`src/design/bpa_pkg.sv`:
```
// Shared types and constants for the buddy page allocator.
// Used by bpa_ctrl, bpa_datapath and buddy_page_allocator; no dependencies.
`timescale 1ns / 1ps

package bpa_pkg;

  // Pool geometry: node 1 is the root, leaves are POOL_PAGES..2*POOL_PAGES-1
  localparam int POOL_PAGES = 1024;
  localparam int LOG2_POOL  = $clog2(POOL_PAGES);
  localparam int NODE_COUNT = 2 * POOL_PAGES;
  localparam int NODE_W     = LOG2_POOL + 1;
  localparam int VAL_W      = LOG2_POOL + 1;
  localparam int SUM_W      = VAL_W + 1;
  localparam int PROD_W     = NODE_W + VAL_W;

  // Field widths of the transfer payloads
  localparam int OFFSET_W = 10;
  localparam int PAGES_W  = 11;

  // Opcodes
  localparam logic OP_ALLOC = 1'b0;
  localparam logic OP_FREE  = 1'b1;

  typedef enum logic [1:0] {
    ST_DONE          = 2'd0,
    ST_NO_SPACE      = 2'd1,
    ST_NOT_ALLOCATED = 2'd2
  } status_t;

  typedef struct packed {
    logic                opcode;
    logic [PAGES_W-1:0]  request_pages;
    logic [OFFSET_W-1:0] page_offset;
  } req_t;

  typedef struct packed {
    status_t             status;
    logic [OFFSET_W-1:0] block_offset;
    logic [PAGES_W-1:0]  block_pages;
    logic [PAGES_W-1:0]  largest_free;
  } rsp_t;

  // Commands from the controller to the datapath
  typedef enum logic [2:0] {
    CMD_NONE,
    CMD_CLEAR,
    CMD_LOAD,
    CMD_START,
    CMD_DESC,
    CMD_CLIMB,
    CMD_UP,
    CMD_OUT
  } cmd_t;

  // Status from the datapath to the controller
  typedef struct packed {
    logic is_free;     // current operation is a free
    logic fail;        // request exceeds the root value
    logic claim;       // descent claims a node this cycle
    logic found;       // climb reached a claimed node
    logic root_hit;    // node under work is the root
    logic up_last;     // ascent writes the root this cycle
    logic clear_last;  // clearing pass writes its last node
  } dp_stat_t;

endpackage

```
`src/design/bpa_ctrl.sv`:
```
// Sequencer for the buddy page allocator: walks clear, descent, climb and ascent phases.
// Depends on bpa_pkg; drives bpa_datapath through cmd_t and reads dp_stat_t.
`timescale 1ns / 1ps

module bpa_ctrl import bpa_pkg::*; (
  input  logic     clk,
  input  logic     rst,
  input  logic     req_valid,
  output logic     req_ready,
  output logic     rsp_valid,
  input  logic     rsp_ready,
  input  dp_stat_t stat,
  output cmd_t     cmd
);

  typedef enum logic [2:0] {
    S_CLEAR,
    S_IDLE,
    S_START,
    S_DESC,
    S_CLIMB,
    S_UP,
    S_DONE
  } state_t;

  state_t state, state_next;
  logic   rsp_valid_next;

  // Hold state and the output valid flag
  always_ff @(posedge clk) begin
    if (rst) begin
      state     <= S_CLEAR;
      rsp_valid <= 1'b0;
    end else begin
      state     <= state_next;
      rsp_valid <= rsp_valid_next;
    end
  end

  assign req_ready = (state == S_IDLE);

  // Next state and datapath command
  always_comb begin
    state_next     = state;
    cmd            = CMD_NONE;
    rsp_valid_next = rsp_valid && !rsp_ready;
    unique case (state)
      S_CLEAR: begin
        cmd = CMD_CLEAR;
        if (stat.clear_last) state_next = S_IDLE;
      end
      S_IDLE: begin
        if (req_valid) begin
          cmd        = CMD_LOAD;
          state_next = S_START;
        end
      end
      S_START: begin
        cmd = CMD_START;
        if (stat.is_free)   state_next = S_CLIMB;
        else if (stat.fail) state_next = S_DONE;
        else                state_next = S_DESC;
      end
      S_DESC: begin
        cmd = CMD_DESC;
        if (stat.claim) state_next = stat.root_hit ? S_DONE : S_UP;
      end
      S_CLIMB: begin
        cmd = CMD_CLIMB;
        if (stat.found)         state_next = stat.root_hit ? S_DONE : S_UP;
        else if (stat.root_hit) state_next = S_DONE;
      end
      S_UP: begin
        cmd = CMD_UP;
        if (stat.up_last) state_next = S_DONE;
      end
      S_DONE: begin
        // load the output register once the previous transfer has left
        if (!rsp_valid || rsp_ready) begin
          cmd            = CMD_OUT;
          rsp_valid_next = 1'b1;
          state_next     = S_IDLE;
        end
      end
      default: state_next = S_CLEAR;
    endcase
  end

endmodule

```
`config.mk`:
```
export PLATFORM = sky130hd
export DESIGN_NAME = bpa_ctrl
export DESIGN_NICKNAME = d
export VERILOG_FILES = /design/src/design/bpa_pkg.sv /design/src/design/bpa_ctrl.sv
export SDC_FILE = /design/constraint.sdc
export NUM_CORES = 1
export LEC_CHECK = 0
export ABC_CLOCK_PERIOD_IN_PS = 1200
export BUFFER_PORTS_ARGS = -buffer_cell sky130_fd_sc_hd__buf_4
export CAP_MARGIN = 10
export CORE_AREA = 10 10 47 49
export DETAILED_ROUTE_END_ITERATION = 6
export DIE_AREA = 0 0 57 59
export GPL_ROUTABILITY_DRIVEN = 0
export PLACE_DENSITY_LB_ADDON = 0.12
export SETUP_SLACK_MARGIN = 0.4
export SYNTH_ARGS = -nofsm -noshare
export SYNTH_HDL_FRONTEND = slang
export SYNTH_SLANG_ARGS = --single-unit
export TNS_END_PERCENT = 50
```
`constraint.sdc`:
```
create_clock -name clk -period 1.2 [get_ports clk]
set_input_delay 0.12 -clock clk [delete_from_list [all_inputs] [get_ports clk]]
set_output_delay 0.12 -clock clk [all_outputs]
set_load 0.03 [all_outputs]
```
== Word-level counts from Yosys, hierarchy flattened ==
Index checks and enable logic that the tools add are counted.
Widths: inputs -> output; s select.

* Flip-flop bits (word level): 4
* Output and inout bits: 5
* Logic and storage cells: 36
* Input port bits: 11

* Reductions and logical operators: 6
* Eq/ne operators: 12
* Muxes and demuxes: 16

{| class="wikitable"
|+ Operators with widths
! operator !! number
|-
| $pmux 3 s7 || 2
|-
| $mux 3 || 10
|-
| $ne 2x2->1 const B || 5
|-
| $eq 3x3->1 const B || 3
|-
| $eq 3x2->1 const B || 2
|-
| $reduce_and 6->1 || 1
|-
| $mux 2 || 2
|-
| $eq 3x1->1 const B || 1
|-
| $logic_not 3->1 || 1
|-
| $ne 3x3->1 const B || 1
|-
| $logic_not 1->1 || 2
|-
| $mux 1 || 2
|-
| $logic_and 1x1->1 || 1
|-
| $logic_or 1x1->1 || 1
|}

== Depth between registers and ports, before layout ==
Gate-level depths: netlist of the first run.

* Word-level depth: 4
* Depth in mapped cells: 6
* Depth with buffers taken out: 5

== Worst setup path before layout of the first run ==
Ideal clock, no wire load.

* Path type: flip-flop to output port
* From: register state[0]
* To: output port cmd[1]
* Stages on the path, launching flop included: 4
* Data required time: 1.080 ns
* Path slack: -0.306 ns
* Arrival: 1.386 ns
* Buffers on the path: 1
* Cell sequence: dfxtp_1 buf_2 o21ai_0 o21ai_0

* Longest elaborated chain between the ends: 2
* Elaborated cells between the ends (all ways): 8
* Those cells by class: eq/ne: 6; mux: 1; reduce/logical: 1

{| class="wikitable"
|+ RTL lines
! element !! line !! RTL
|-
| from (decl) || bpa_ctrl.sv:26 || <nowiki>state_t state, state_next;</nowiki>
|-
| from (signal assigned) || bpa_ctrl.sv:35 || <nowiki>state <= state_next;</nowiki>
|-
| $eq 3x3->1 (tied with other cells) || bpa_ctrl.sv:47 || <nowiki>unique case (state)</nowiki>
|-
| $pmux 3 s7 (*) || bpa_ctrl.sv:47 ||
|-
| to (decl) || bpa_ctrl.sv:13 || <nowiki>output cmd_t cmd</nowiki>
|}

Mark *: on every way between the ends. The rest lies on a longest branch, timed or not.

== Worst setup path in the final report of the first run ==
* From: register state[2]
* To: register state[1]

* Longest elaborated chain between the ends: 3
* Elaborated cells between the ends (all ways): 15
* Those cells by class: eq/ne: 12; mux: 1; reduce/logical: 2

{| class="wikitable"
|+ RTL lines
! element !! line
|-
| $eq 3x3->1 (tied with other cells) || bpa_ctrl.sv:47
|-
| $ne 3x3->1 (no line) / $ne 2x2->1 (equally long branches) || --
|-
| $reduce_and 6->1 (no line) || --
|}

Several ways; a longest one is shown, not always the timed one.
A chain may end at the register's enable or synchronous reset.

==> metrics.md, run 1 <==
| Metric | Value |
|---|---|
| Vias in the first global route | 537 |
| Layout cells sized above 1 | 0.667 |
| N_diodes | 0 |
| GRT Total Usage | 0.0798 |
| Min-delay worst type | in -> reg |
| Final WS setup | -66.7 ps |
| Worst VDD drop | 1.20 mV |
| Most used standard cell by instance count after synthesis | nand2_1 |
| Failing checks | negative setup slack |
| H-Tree Depth | 1 |
| Clk slew on worst S/H paths | 40 ps |
| Post-Route WL | 1320 microns |
| Slew headroom | 0.836 |
| Post-synthesis cell type count | 24 |
| Critical Path Sink | state[1]$_SDFFE_PP0P_ |
| CTS buffer count | 3 |
| Kind of critical path | reg -> reg |
| P&R area growth vs syn | 97.8% |
| Final setup violation count | 7 |
| Fill cells | 144 |
| CTS sink cnt | 4 |
| Post-synth top flop | dfxtp_1 |
| Port Buffer Count | 15 |
| WL/cell | 13.2 microns |
| Nets | 97 |
| Die Y | 59 microns |
| Final HPWL DP | 975 microns |
| Maximum root-to-sink buffer count | 2 |
| Critical Path Sink Type | flop |
| Initial antenna violation count | 0 |
| RR Endpoint | state[1]$_SDFFE_PP0P_ |
| Crit path required time | 1310 ps |
| RSZ-0062 raised after global routing | true |
| YS warnings | 0 |
| Core Util, Final | 0.551 |
| Outcome | finished with violations |
| Crit path DAT | 1380 ps |
| Largest net degree at the start of global routing | 9 |
| Tot Pwr | 0.00170 W |
| Final period utilization | 1.06 |
| Post-synth top area share | 0.205 |
| Sequential element share of the synthesized area | 0.205 |
| Final antenna-violating net count | 0 |
| First-pass GRT wire length | 2250 microns |
| Setup_tns | -355 ps |
| P_leak | 0.345 nW |
| Vias/cell | 5.14 |
| Cell taking the most area after synthesis | dfxtp_1 |
| Hold Fails Final Rpt | 0 |
| I/O Pins | 16 |
| 1st-pass router iterations | 4 |
| Peak Freq | 789 MHz |
| Maxcap violations | 0 |
| CP Max Fanout | 6 |
| Fraction of registers with async set/reset | 0 |
| # rows | 14 |
| Syn_area_per_cell | 6.97 sq um |
| Sequential cell area | 92.6 sq um |
| R2R setup slack | -70 ps |
| Met3 usage | 0.0322 |
| EDFF count, synth | 0 |
| Post-synthesis register bit count | 4 |
| Vias | 514 |
| Mapped Nets | 67 |
| Cell Pwr Density | 2210 mW/mm^2 |
| Reg2Reg Depth | 5 |
| Hold_buf cts | 0 |
| Area occupied by multi-input gates | 372 sq um |
| Slew Viols, Final | 0 |
| Mapped Cells | 56 |
| Worst r2r src | state[2]$_SDFFE_PP0P_ |
| CTS tree | built |
| DRT iter0 DRCs | 7 |
| Least-Margin Pin Slew | 246 ps |
| Synthesized cell area | 390 sq um |
| Die area | 0.00336 sq mm |
| Commonest cells in the synthesized netlist | nand2_1, nor3_1, a21oi_1, o21ai_0, dfxtp_1 |
| DRC | 0 |
| GRT Max-Usage Layer | met2 |
| Setup crit start kind | flop |
| Met1 GRT Util | 0.0826 |
| Hold slack | 69.1 ps |
| Clk_lat worst skew | 230 ps |
| Core area | 0.00140 sq mm |
| Fin crit period | 1270 ps |
| Crit. Startpoint | state[2]$_SDFFE_PP0P_ |
| Total grt overflow | 0 |
| Root Buffer | clkbuf_4 |
| Met2 Use GR | 0.141 |
| Die X | 57 microns |
| Starting Density | 0.279 |
| Final clock skew | 2.21 ps |
| Top cells by area, synth | dfxtp_1, nor3_1, nand2_1 |
==> per-layer routing <==
metal,vias up,wire [microns],share of wire
met5,-,0,0
met4,0,0,0
met3,0,64,0.049
met2,12,707,0.54
met1,244,546,0.41
li1,258,-,-
==> stage by stage <==
| step | instances | worst slack [ps] | instance area [sq um] |
|---|---|---|---|
| after floorplan | 56 | -40.9 | 452 |
| after global placement | 93 | -119 | 612 |
| after detailed placement | 93 | -113 | 612 |
| after global routing | 100 | -140 | 772 |
| final | 100 | -66.7 | 772 |
| after CTS | 100 | -71.7 | 728 |
==> worst min-delay path by stage <==
stage | start | endpoint | depth (start not counted)
after CTS | rst | state[2]$_SDFFE_PP0P_ | 2
final | rst | state[1]$_SDFFE_PP0P_ | 2
after detailed placement | rst | state[2]$_SDFFE_PP0P_ | 2
after floorplan | rst | state[2]$_SDFFE_PP0P_ | 1
after global routing | rst | state[2]$_SDFFE_PP0P_ | 2
after global placement | rst | state[2]$_SDFFE_PP0P_ | 2
==> where the power goes <==
part           switching (W)  internal (W)  leakage [nW]  total [W]
logic               0.000602      0.000627         0.295    0.00123
registers           0.000111      0.000201        0.0353   0.000313
clock network      0.0000502      0.000112        0.0138   0.000162
total               0.000763      0.000940         0.345    0.00170
==> worst max-delay path, cell delays in order (launching register included) <==
cell	delay [ps]
dfxtp_4	370
buf_6	130
o21ai_0	90
a211o_1	350
o21ai_2	150
a21oi_2	60
==> state kept, by name, indices dropped and copies added, names as in the netlist <==
| register | cells |
|---|---|
| rsp_valid | 1 |
| state | 3 |
==> cell type report <==
| type | instances | share of cell area |
|---|---|---|
| Clock buffer | 3 | 0.0292 |
| Inverter | 2 | 0.0130 |
| Multi-Input combinational cell | 45 | 0.481 |
| Sequential cell | 4 | 0.120 |
| Tap cell | 16 | 0.0259 |
| Timing Repair Buffer | 30 | 0.331 |
==> what timing repair did <==
item	CTS	global route
hold endpoints to repair	0	0
buffers inserted	4	0
endpoints found under the setup margin	9	9
resized for setup	19	10
pin swaps	5	7
==> placed cells by master, fill, tap and decap left out, drive strengths merged <==
master   n
dfxtp    4
a31oi    2
nor2b    2
o21ai    5
nor4b    1
a21o     1
inv      2
a21oi    5
nand3b   3
nor3     6
buf     30
nor2     3
o22a     1
mux2i    1
nor3b    1
a211oi   3
clkbuf   3
a211o    1
or3      1
nand2    8
nand3    1
==> logic make-up after synthesis <==
| family | synth area share |
|---|---|
| compound gates | 0.285 |
| mux | 0.0256 |
| buf+inv | 0.109 |
| flops | 0.205 |
| simple gates | 0.375 |
Note: power is estimated with default switching activity, not from simulation.
==> inputs of run 2 (changes only) <==
- CORE_AREA: 10 10 47 49 -> 2 2 39 41
- CTS_BUF_LIST: not set -> sky130_fd_sc_hd__clkbuf_16
- DIE_AREA: 0 0 57 59 -> 0 0 41 43
==> metrics.md, run 2 (synthesis results as in run 1) <==
| Metric | Value |
|---|---|
| Cell Pwr Density | 2490 mW/mm^2 |
| RSZ-0062 raised after global routing | true |
| CP Max Fanout | 7 |
| WL met1 | 513 microns |
| Final antenna-violating net count | 0 |
| Largest net degree at the start of global routing | 12 |
| Slew headroom | 0.832 |
| Port Buffer Count | 15 |
| Clk slew on worst S/H paths | 30 ps |
| Final WS setup | -82.0 ps |
| P_leak | 0.354 nW |
| Maxcap violations | 0 |
| Slew Viols, Final | 0 |
| Post-Route WL | 1110 microns |
| WL/cell | 11.1 microns |
| Starting Density | 0.282 |
| Detail Route met3 WL | 47 microns |
| Final setup violation count | 7 |
| P&R area growth vs syn | 94.9% |
| Root Buffer | clkbuf_16 |
| Outcome | finished with violations |
| First-pass GRT wire length | 1930 microns |
| Reg2Reg Depth | 6 |
| Least-Margin Pin Slew | 251 ps |
| DRC | 0 |
| Crit path required time | 1330 ps |
| I/O Pins | 16 |
| Fill cells | 134 |
| Setup crit start kind | flop |
| CTS sink cnt | 4 |
| Fin crit period | 1280 ps |
| CTS buffer count | 3 |
| Sequential cell area | 90.1 sq um |
| Vias/cell | 4.96 |
| Die X | 41 microns |
| Vias | 496 |
| GRT Total Usage | 0.159 |
| H-Tree Depth | 1 |
| 1st-pass router iterations | 5 |
| Hold Crit Depth | 2 |
| Most frequent cells in the layout | buf_4, nand2_1, buf_6 |
| Maximum root-to-sink buffer count | 2 |
| Final clock skew | 2.53 ps |
| Failing checks | negative setup slack |
| N_diodes | 0 |
| CTS tree | built |
| Die Y | 43 microns |
| DRT iter0 DRCs | 4 |
| Min-delay worst type | in -> reg |
| Final HPWL DP | 883 microns |
| # rows | 14 |
| Vias in the first global route | 473 |
| Worst VDD drop | 1.74 mV |
| Commonest non-fill, non-tap cell in the layout | buf_4 |
| Largest register FFs | 3 |
| R2R setup slack | -80 ps |
| Die area | 0.00176 sq mm |
| Hold Fails Final Rpt | 0 |
| Initial antenna violation count | 0 |
| Core area | 0.00138 sq mm |
| Critical Path Sink Type | flop |
| Area occupied by multi-input gates | 317 sq um |
| Top reg by flops | state |
| Clk_lat worst skew | 220 ps |
| Kind of critical path | reg -> reg |
| Max Used Layer | met3 |
| Peak Freq | 780 MHz |
| Nets | 97 |
| Top flop regs | state: 3 flops, rsp_valid: 1 flops |
| Core Util, Final | 0.550 |
| Setup_tns | -280 ps |
| Routed wl met2 | 544 microns |
| Post-place setup slack | -115 ps |
| Crit path DAT | 1410 ps |
| Final period utilization | 1.07 |
| Layout cells sized above 1 | 0.583 |
| Total grt overflow | 0 |
[run 2: cell counts in the layout (fill, tap and decap cells not counted)]
Identical to the previous run, type by type.
[run 2: area by class of cell]
type	instances	area share
multi-input combinational	45	0.416
timing repair buffer	30	0.331
sequential	4	0.118
clock buffer	3	0.0987
tap	16	0.0263
inverter	2	0.00987
[run 2: what timing repair did]
item	4_1_cts	5_1_grt
endpoints found under the setup margin	9	9
cloned	0	0
pin swaps	2	1
setup buffers	2	0
hold buffers	0	0
gates resized for setup	13	2
[run 2: final timing paths]
path / from / to
setup / recovery: state[2]$_SDFFE_PP0P_ / state[0]$_SDFFE_PP0P_
hold / removal: rst / state[2]$_SDFFE_PP0P_
setup reg to reg: state[2]$_SDFFE_PP0P_ / state[0]$_SDFFE_PP0P_
hold reg to reg: state[1]$_SDFFE_PP0P_ / state[1]$_SDFFE_PP0P_
[run 2: per-layer routing]
layer,vias to the layer above,track usage
li1,263,-
met1,223,0.203
met2,10,0.250
met3,0,0.0628
met4,0,0.0200
met5,-,0
[run 2: critical path, cell delays in order, from the launching register on]
cell      delay [ps]
dfxtp_4          370
buf_6            130
mux2i_1          220
a211oi_2         100
a21oi_1          120
nor3_1            60
nor3_1           190
[run 2: power by group]
part,switching (W),total [W],internal (W)
logic,0.000504,0.00108,0.000576
clock network,0.0000873,0.000513,0.000425
registers,0.000109,0.000305,0.000197
total,0.000700,0.00190,0.00120
[run 2: stage by stage]
| step | instance area (sq um) | cells | total power, W | hold slack [ps] |
|---|---|---|---|---|
| floorplan | 452 | 56 | 0.000962 | 182 |
| global placement | 627 | 95 | 0.00124 | 314 |
| detailed placement | 627 | 95 | 0.00124 | 312 |
| CTS | 752 | 100 | 0.00190 | 81.1 |
| global route | 761 | 100 | 0.00204 | 82.8 |
| finish | 761 | 100 | 0.00190 | 79.9 |
